--- src/rtl/entropy_autofocus_gradient_macros.svh ---
// Assertion macros for the entropy autofocus gradient block
`ifndef ENTROPY_AUTOFOCUS_GRADIENT_MACROS_SVH
`define ENTROPY_AUTOFOCUS_GRADIENT_MACROS_SVH
`ifndef SYNTH
`define EAG_ASSERT_IMP(lbl, clk, rst_n, ante, cons, msg) \
    lbl: assert property (@(posedge clk) disable iff (!rst_n) (ante) |-> (cons)) \
        else $error(msg);
`define EAG_ASSERT_NXT(lbl, clk, rst_n, ante, cons, msg) \
    lbl: assert property (@(posedge clk) disable iff (!rst_n) (ante) |=> (cons)) \
        else $error(msg);
`else
`define EAG_ASSERT_IMP(lbl, clk, rst_n, ante, cons, msg)
`define EAG_ASSERT_NXT(lbl, clk, rst_n, ante, cons, msg)
`endif
`endif

--- src/rtl/eag_pkg.sv ---
// Shared types, operation codes and constants of the autofocus gradient block
package eag_pkg;

    typedef logic [5:0] t_op;

    localparam t_op OP_IDLE    = 6'd0;
    localparam t_op OP_X_MUL   = 6'd1;
    localparam t_op OP_X_WB    = 6'd2;
    localparam t_op OP_X2_MUL  = 6'd3;
    localparam t_op OP_X2_WB   = 6'd4;
    localparam t_op OP_TS_MUL  = 6'd5;
    localparam t_op OP_TS_DIV  = 6'd6;
    localparam t_op OP_TS_WAIT = 6'd7;
    localparam t_op OP_TS_WB   = 6'd8;
    localparam t_op OP_TC_MUL  = 6'd9;
    localparam t_op OP_TC_DIV  = 6'd10;
    localparam t_op OP_TC_WAIT = 6'd11;
    localparam t_op OP_TC_WB   = 6'd12;
    localparam t_op OP_CLAMP   = 6'd13;
    localparam t_op OP_U1_MUL  = 6'd14;
    localparam t_op OP_U1_WB   = 6'd15;
    localparam t_op OP_U2_MUL  = 6'd16;
    localparam t_op OP_U2_WB   = 6'd17;
    localparam t_op OP_U_RND   = 6'd18;
    localparam t_op OP_V1_MUL  = 6'd19;
    localparam t_op OP_V1_WB   = 6'd20;
    localparam t_op OP_V2_MUL  = 6'd21;
    localparam t_op OP_V2_WB   = 6'd22;
    localparam t_op OP_V_RND   = 6'd23;
    localparam t_op OP_Z1_MUL  = 6'd24;
    localparam t_op OP_Z1_WB   = 6'd25;
    localparam t_op OP_Z2_MUL  = 6'd26;
    localparam t_op OP_Z2_WB   = 6'd27;
    localparam t_op OP_ZCHK    = 6'd28;
    localparam t_op OP_NORM    = 6'd29;
    localparam t_op OP_LX_INIT = 6'd30;
    localparam t_op OP_LX_MUL  = 6'd31;
    localparam t_op OP_LX_WB   = 6'd32;
    localparam t_op OP_L2      = 6'd33;
    localparam t_op OP_LN_MUL  = 6'd34;
    localparam t_op OP_LN_WB   = 6'd35;
    localparam t_op OP_UV_MUL  = 6'd36;
    localparam t_op OP_UV_WB   = 6'd37;
    localparam t_op OP_P0_MUL  = 6'd38;
    localparam t_op OP_P0_WB   = 6'd39;
    localparam t_op OP_P1_MUL  = 6'd40;
    localparam t_op OP_P1_WB   = 6'd41;
    localparam t_op OP_TERM    = 6'd42;
    localparam t_op OP_SUM     = 6'd43;
    localparam t_op OP_FIN     = 6'd44;

    localparam logic [31:0] HALF_PI_Q30 = 32'd1686629713;
    localparam logic [31:0] LN2_Q32     = 32'd2977044472;
    localparam logic [31:0] ONE_Q30     = 32'h4000_0000;
    localparam logic [62:0] SUM_MAG_MAX = 63'h7FFF_FFFF_FFFF_FFFF;

    localparam int DIV_NUM_W = 32;
    localparam int DIV_DEN_W = 8;

    localparam logic [2:0] K_LAST   = 3'd7;
    localparam logic [4:0] NORM_END = 5'd5;
    localparam logic [4:0] LN_END   = 5'd23;

    typedef struct packed {
        t_op        op;
        logic [2:0] k;
        logic [4:0] cnt;
        logic       load;
    } t_cmd;

    typedef struct packed {
        logic div_done;
        logic zmag_zero;
        logic out_full;
        logic last;
    } t_stat;

    // divisor of the k-th sine Taylor term: 2k(2k+1)
    function automatic logic [DIV_DEN_W-1:0] sin_den(input logic [2:0] k);
        logic [DIV_DEN_W-1:0] d;
        case (k)
            3'd1:    d = 8'd6;
            3'd2:    d = 8'd20;
            3'd3:    d = 8'd42;
            3'd4:    d = 8'd72;
            3'd5:    d = 8'd110;
            3'd6:    d = 8'd156;
            3'd7:    d = 8'd210;
            default: d = 8'd1;
        endcase
        return d;
    endfunction

    // divisor of the k-th cosine Taylor term: (2k-1)2k
    function automatic logic [DIV_DEN_W-1:0] cos_den(input logic [2:0] k);
        logic [DIV_DEN_W-1:0] d;
        case (k)
            3'd1:    d = 8'd2;
            3'd2:    d = 8'd12;
            3'd3:    d = 8'd30;
            3'd4:    d = 8'd56;
            3'd5:    d = 8'd90;
            3'd6:    d = 8'd132;
            3'd7:    d = 8'd182;
            default: d = 8'd1;
        endcase
        return d;
    endfunction

endpackage

--- src/rtl/eag_ctrl.sv ---
// Controller: sequences datapath operations for one beat
module eag_ctrl (
    input  logic           i_clk,
    input  logic           i_rst_n,
    input  logic           i_valid,
    input  eag_pkg::t_stat i_stat,
    output logic           o_ready,
    output eag_pkg::t_cmd  o_cmd
);

    eag_pkg::t_op r_state, n_state;
    logic [2:0]   r_k, n_k;
    logic [4:0]   r_cnt, n_cnt;

    always_comb begin
        n_state = r_state;
        n_k     = r_k;
        n_cnt   = r_cnt;
        unique case (r_state)
            eag_pkg::OP_IDLE:    if (i_valid) n_state = eag_pkg::OP_X_MUL;
            eag_pkg::OP_X_MUL:   n_state = eag_pkg::OP_X_WB;
            eag_pkg::OP_X_WB:    n_state = eag_pkg::OP_X2_MUL;
            eag_pkg::OP_X2_MUL:  n_state = eag_pkg::OP_X2_WB;
            eag_pkg::OP_X2_WB: begin
                n_state = eag_pkg::OP_TS_MUL;
                n_k     = 3'd1;
            end
            eag_pkg::OP_TS_MUL:  n_state = eag_pkg::OP_TS_DIV;
            eag_pkg::OP_TS_DIV:  n_state = eag_pkg::OP_TS_WAIT;
            eag_pkg::OP_TS_WAIT: if (i_stat.div_done) n_state = eag_pkg::OP_TS_WB;
            eag_pkg::OP_TS_WB:   n_state = eag_pkg::OP_TC_MUL;
            eag_pkg::OP_TC_MUL:  n_state = eag_pkg::OP_TC_DIV;
            eag_pkg::OP_TC_DIV:  n_state = eag_pkg::OP_TC_WAIT;
            eag_pkg::OP_TC_WAIT: if (i_stat.div_done) n_state = eag_pkg::OP_TC_WB;
            eag_pkg::OP_TC_WB: begin
                if (r_k == eag_pkg::K_LAST) begin
                    n_state = eag_pkg::OP_CLAMP;
                end else begin
                    n_state = eag_pkg::OP_TS_MUL;
                    n_k     = r_k + 3'd1;
                end
            end
            eag_pkg::OP_CLAMP:   n_state = eag_pkg::OP_U1_MUL;
            eag_pkg::OP_U1_MUL:  n_state = eag_pkg::OP_U1_WB;
            eag_pkg::OP_U1_WB:   n_state = eag_pkg::OP_U2_MUL;
            eag_pkg::OP_U2_MUL:  n_state = eag_pkg::OP_U2_WB;
            eag_pkg::OP_U2_WB:   n_state = eag_pkg::OP_U_RND;
            eag_pkg::OP_U_RND:   n_state = eag_pkg::OP_V1_MUL;
            eag_pkg::OP_V1_MUL:  n_state = eag_pkg::OP_V1_WB;
            eag_pkg::OP_V1_WB:   n_state = eag_pkg::OP_V2_MUL;
            eag_pkg::OP_V2_MUL:  n_state = eag_pkg::OP_V2_WB;
            eag_pkg::OP_V2_WB:   n_state = eag_pkg::OP_V_RND;
            eag_pkg::OP_V_RND:   n_state = eag_pkg::OP_Z1_MUL;
            eag_pkg::OP_Z1_MUL:  n_state = eag_pkg::OP_Z1_WB;
            eag_pkg::OP_Z1_WB:   n_state = eag_pkg::OP_Z2_MUL;
            eag_pkg::OP_Z2_MUL:  n_state = eag_pkg::OP_Z2_WB;
            eag_pkg::OP_Z2_WB:   n_state = eag_pkg::OP_ZCHK;
            eag_pkg::OP_ZCHK: begin
                // zero magnitude adds nothing: skip straight to the column check
                n_state = i_stat.zmag_zero ? eag_pkg::OP_FIN : eag_pkg::OP_NORM;
                n_cnt   = '0;
            end
            eag_pkg::OP_NORM: begin
                if (r_cnt == eag_pkg::NORM_END) begin
                    n_state = eag_pkg::OP_LX_INIT;
                    n_cnt   = '0;
                end else begin
                    n_cnt = r_cnt + 5'd1;
                end
            end
            eag_pkg::OP_LX_INIT: n_state = eag_pkg::OP_LX_MUL;
            eag_pkg::OP_LX_MUL:  n_state = eag_pkg::OP_LX_WB;
            eag_pkg::OP_LX_WB: begin
                if (r_cnt == eag_pkg::LN_END) begin
                    n_state = eag_pkg::OP_L2;
                end else begin
                    n_state = eag_pkg::OP_LX_MUL;
                    n_cnt   = r_cnt + 5'd1;
                end
            end
            eag_pkg::OP_L2:      n_state = eag_pkg::OP_LN_MUL;
            eag_pkg::OP_LN_MUL:  n_state = eag_pkg::OP_LN_WB;
            eag_pkg::OP_LN_WB:   n_state = eag_pkg::OP_UV_MUL;
            eag_pkg::OP_UV_MUL:  n_state = eag_pkg::OP_UV_WB;
            eag_pkg::OP_UV_WB:   n_state = eag_pkg::OP_P0_MUL;
            eag_pkg::OP_P0_MUL:  n_state = eag_pkg::OP_P0_WB;
            eag_pkg::OP_P0_WB:   n_state = eag_pkg::OP_P1_MUL;
            eag_pkg::OP_P1_MUL:  n_state = eag_pkg::OP_P1_WB;
            eag_pkg::OP_P1_WB:   n_state = eag_pkg::OP_TERM;
            eag_pkg::OP_TERM:    n_state = eag_pkg::OP_SUM;
            eag_pkg::OP_SUM:     n_state = eag_pkg::OP_FIN;
            eag_pkg::OP_FIN: begin
                // at a column end, hold while a previous result still waits in the output register
                if (!(i_stat.last && i_stat.out_full)) n_state = eag_pkg::OP_IDLE;
            end
            default:             n_state = eag_pkg::OP_IDLE;
        endcase
    end

    always_ff @(posedge i_clk) begin
        if (!i_rst_n) begin
            r_state <= eag_pkg::OP_IDLE;
            r_k     <= 3'd1;
            r_cnt   <= '0;
        end else begin
            r_state <= n_state;
            r_k     <= n_k;
            r_cnt   <= n_cnt;
        end
    end

    assign o_ready    = (r_state == eag_pkg::OP_IDLE);
    assign o_cmd.op   = r_state;
    assign o_cmd.k    = r_k;
    assign o_cmd.cnt  = r_cnt;
    assign o_cmd.load = (r_state == eag_pkg::OP_IDLE) && i_valid;

endmodule

--- config.mk ---
export PLATFORM = sky130hd
export DESIGN_NAME = eag_ctrl
export DESIGN_NICKNAME = d
export VERILOG_FILES = /design/src/rtl/entropy_autofocus_gradient_macros.svh /design/src/rtl/eag_pkg.sv /design/src/rtl/eag_ctrl.sv
export SDC_FILE = /design/constraint.sdc
export NUM_CORES = 1
export LEC_CHECK = 0
export CORE_MARGIN = 2
export CORE_UTILIZATION = 50
export CTS_BUF_LIST = sky130_fd_sc_hd__clkbuf_4 sky130_fd_sc_hd__clkbuf_8
export CTS_CLUSTER_SIZE = 30
export DETAILED_ROUTE_END_ITERATION = 8
export DONT_BUFFER_PORTS = 1
export PLACE_DENSITY_LB_ADDON = 0.05
export RECOVER_POWER = 100
export SLEW_MARGIN = 20
export SYNTH_ARGS = -nofsm -noshare
export SYNTH_HDL_FRONTEND = slang
export SYNTH_SLANG_ARGS = --single-unit
--- constraint.sdc ---
create_clock -name i_clk -period 5.4 [get_ports i_clk]
set_clock_uncertainty 0.05 [all_clocks]
set_input_delay 0.54 -clock i_clk [delete_from_list [all_inputs] [get_ports i_clk]]
set_output_delay 0.54 -clock i_clk [all_outputs]
set_load 0.1 [all_outputs]
# [Word-level counts from Yosys, hierarchy flattened]
# Index checks and enable logic that the tools add are counted.
[totals] reg_bits=14 elab_cells=81
[classes] addsub=2 n_eq_ne=54 muxes=14 n_reduce_logical=8
[ops] op="6-bit one-hot mux with 45 select lines" n=1
[ops] op="6-bit by 5-bit == test with 1-bit output, second input constant" n=16
[ops] op="6-bit == test, second input constant" n=13
[ops] op="6-bit by 4-bit == test with 1-bit output, second input constant" n=8
[ops] op="6-bit 2-to-1 mux" n=7
[ops] op="6-bit by 3-bit == test with 1-bit output, second input constant" n=4
[ops] op="5-bit one-hot mux with 3 select lines" n=1
[ops] op="2-bit != test, second input constant" n=7
[ops] op="6-bit by 2-bit == test with 1-bit output, second input constant" n=2
[ops] op="5-bit 2-to-1 mux" n=2
[ops] op="6-bit by 1-bit == test with 1-bit output, second input constant" n=1
[ops] op="6-bit logical NOT" n=1
[ops] op="3-bit one-hot mux with 2 select lines" n=1
[ops] op="5-bit by 1-bit adder with 5-bit output, second input constant" n=1
[ops] op="5-bit by 3-bit == test with 1-bit output, second input constant" n=1
[ops] op="5-bit == test, second input constant" n=1
[ops] op="5-bit AND reduction" n=1
[ops] op="4-bit 2-to-1 mux" n=1
[ops] op="2-bit AND reduction" n=2
[ops] op="3-bit by 1-bit adder with 3-bit output, second input constant" n=1
[ops] op="3-bit == test, second input constant" n=1
[ops] op="3-bit 2-to-1 mux" n=1
[ops] op="3-bit nonzero test" n=1
[ops] op="1-bit logical AND" n=2
[ops] op="2-bit nonzero test" n=1

# [Longest topological paths before layout]
[logic_depth] depth_word=3 depth_mapped=7 ltp_nobuf=7

# [Least setup slack after synthesis]
# OpenSTA, ideal clock, no wires.
[synth_path] path_kind="register to output" startpoint="register r_state[4]" endpoint="output o_cmd[0] in the netlist's numbering" arrival_ns=4.565 t_required_ns=4.810 slack_ns=0.245 path_stages_with_launch=5 path_buffers=1 path_cell_list="dfxtp_1 -> buf_2 -> or4_1 -> nor3_1 -> and2_1"
[synth_rtl] element="start, declared" line="eag_ctrl.sv:11" source="eag_pkg::t_op r_state, n_state;"
[synth_rtl] element="start signal, assigned" line="eag_ctrl.sv:102" source="r_state <= eag_pkg::OP_IDLE;"
[synth_rtl] element="start signal, assigned" line="eag_ctrl.sv:106" source="r_state <= n_state;"
[synth_rtl] element="end, declared" line="eag_ctrl.sv:8" source="output eag_pkg::t_cmd o_cmd"

==> metrics <==
Hold EP=r_k[0]; I/O Buffers=0; Synthesized Nets=134; initial antenna violation count=0; max-cap viol count=6; FF/Latch Area=280 sq um; combinational family with the most area after synthesis=simple AND/OR/NAND/NOR gates; Combinational Power Share=0.330; DR vias/cell=6.28; Final Hold Fails=0; fin nets=137; die area=2410 sq um; family with the most delay on the worst path=simple AND/OR/NAND/NOR gates; Std-Cell Rows=16; Multi-input gate area=692 sq um; failing checks=max-capacitance violations, max-slew violations; Cell Area, Synth=1010 sq um; Flop pwr share=0.385; Vias=954; Fmax=247 MHz; Unique masters post-synth=46; Synth Area in Simple Gates=0.367; clock root buffer=clkbuf_4; first-pass GRT wire length=3990 um; # diodes=0; vias in the first global route=824; Yosys warning count=0; CP Max Fanout=20; WP data required=4.81 ns; setup violators final=0; min Tclk post-route=4.06 ns; Hold Path Stages=1; layout cells sized above 1=0.0800; asr flop ratio synth=0; Main synth FF type=dfxtp_1; Sw Ratio=0.407; CTS Buf Count=3; Max-slew headroom=-0.243; core area=1940 sq um; status=complete, but fails checks; P_leak=0.000340 uW; Sinks on Clock Net=14; routed len/inst=15.5 um; hold-fix buffer count after cts=0; worst setup path class=reg -> out; CTS clk-pin slew, worst paths=0.09 ns; fillcell total=188; cts repair resizes=0; largest net degree at the start of global routing=21; FF-to-FF setup slack=1.97 ns; Peak supply drop=131 uV; max-slew violations=93; sequential share of the synthesized area=0.276; RR Startpoint=r_state[4]; Adder-Cell Fraction of Synth Area=0.0493; Compound-Gate Fraction of Synth Area=0.195; Hold Crit Class=in -> reg; area grow syn2layout=6.04%; Initial Util=0.523; die height=49.1 um; DP HPWL=1670 um; Bufs and invs on worst path=1; post-CTS repair timing setup buffer count=0; DRC viols=0; Clk pwr share=0.285; CP endpoint kind=output port; Worst-Skew Late Latency=0.29 ns; FF+latch count, synth=14; hold wc startpoint=i_rst_n; Sw Pwr=113 uW; pwr dens=258 nW/um^2; CTS Buffer Depth=2; Worst R2R Path Depth=6; H-tree depth=1; routability-driven placement congestion ratio=0.791; Critical Path Slowest Stage Cell=and2_0; multiplexer area fraction after synthesis=0.0308; Area after DPL=1080 sq um; Post-synth EDFFs=0; post-synthesis xor/xnor area fraction=0.0345; CP Cell Sequence=clkbuf_1 -> or4_1 -> nor3_2 -> and2_0; gr ovfl total=0; setup tns final=0 ns; Power Internal=165 uW; Initial DRC Count=37; antenna-violating nets left=0; Avg Cell Area, Syn=8.25 sq um; critical path data arrival time=3.47 ns; Total Routing Usage GR=0.212; CP Launch Type=register; Largest stage delay, worst path=1.09 ns; r2r endpoint=r_state[3]; final worst path period share=0.751; Worst-Margin Slew=1.86 ns; I/O pins=23; CTS tree=yes; Pre-antenna DRT Iters=4; final wirelength=2360 um; unrepaired setup endpoints after global routing=false; final instance area=1080 sq um; Syn Inst Count=123; Die Wd=49.1 um
how the worst max path moves through the flow:
stage / startpoint / endpoint / slack (ns) / cells after the start
after detailed placement: r_state[4] / o_cmd[0] / 2.58 / 4
after CTS: r_state[4] / o_cmd[0] / 2.24 / 4
final: r_state[4] / o_cmd[0] / 1.34 / 4
after global placement: r_state[4] / o_cmd[0] / 2.59 / 4
after global routing: r_state[4] / o_cmd[0] / 1.19 / 4
after floorplan: r_state[4] / o_cmd[0] / 0.25 / 4
power groups by stage:
| stage | clock network (uW) | logic [uW] | registers [uW] |
|---|---|---|---|
| floorplan | 0 | 59.7 | 131 |
| global placement | 0 | 101 | 109 |
| detailed placement | 0 | 101 | 109 |
| CTS | 81.5 | 102 | 107 |
| global route | 85.7 | 96.2 | 107 |
| finish | 79.3 | 91.8 | 107 |
cells in the final DEF (no fill, tap or decap), drive strengths merged, types with 3 or more instances in the layout:
cell type  netlist  layout
a21oi            5       5
a22oi            4       4
and2             4       4
clkbuf           6      11
dfxtp           14      14
ha               4       4
nand2            6       6
nand2b           3       3
nand3            3       3
nand4b           5       5
nor2             8       8
nor2b            5       5
nor3             7       7
o21a             3       3
o21ai            5       5
xnor2            4       4
synth_stat cells, types with 2 or more instances:
cell type	number	area (sq um)
a21oi_1	5	25.0
a22oi_1	4	30.0
and2_1	4	25.0
and4b_1	2	20.0
buf_2	2	10.0
clkbuf_1	6	22.5
dfxtp_1	14	280
ha_1	4	50.1
inv_1	2	7.51
mux2i_1	2	20.0
nand2_1	6	22.5
nand2b_1	2	12.5
nand3_1	3	15.0
nand4b_1	5	43.8
nor2_1	8	30.0
nor2b_1	5	31.3
nor3_1	7	35.0
nor3b_1	2	15.0
nor4_1	2	12.5
o21a_1	3	22.5
o21ai_0	4	20.0
o22ai_1	2	12.5
o41a_1	2	22.5
or4_1	2	15.0
xnor2_1	4	35.0
through the flow:
| step | std cells | utilization | setup WS, ns | total power [uW] | hold slack, ns |
|---|---|---|---|---|---|
| final | 152 | 0.554 | 1.34 | 278 | 0.254 |
| after global routing | 152 | 0.554 | 1.19 | 289 | 0.244 |
| after CTS | 152 | 0.577 | 2.24 | 290 | 0.250 |
| after detailed placement | 148 | 0.558 | 2.58 | 211 | 0.558 |
| after global placement | 148 | 0.558 | 2.59 | 211 | 0.555 |
| after floorplan | 123 | - | 0.245 | 191 | 0.639 |
sequential cells by signal, indices dropped and copies added, names as in the netlist:
| register | flops |
|---|---|
| r_cnt | 5 |
| r_k | 3 |
| r_state | 6 |
area by class of cell:
cell class	instances	share of cell area
Inverter	2	0.00698
Multi-Input combinational cell	98	0.643
Clock buffer	4	0.0337
Tap cell	27	0.0314
Timing Repair Buffer	7	0.0244
Sequential cell	14	0.260
routing by layer:
metal	wire (um)	up-vias	track usage	part of all wire
met2	999	38	0.281	0.42
met5	0	-	0	0
met1	1160	437	0.330	0.49
met4	42	0	0.0857	0.018
met3	154	5	0.0399	0.065
li1	-	474	-	-
cells by family (layout without fill, tap and decap cells):
kind of cell	Yosys count	count (layout)
AO/OA/AOI/OAI	28	28
XOR/XNOR	4	4
adder cells (fa/ha/maj)	4	4
buffers and inverters	11	13
flip-flops	14	14
multiplexers	3	3
AND/OR/NAND/NOR	59	59
No activity file was read; power rests on OpenSTA's default activity.
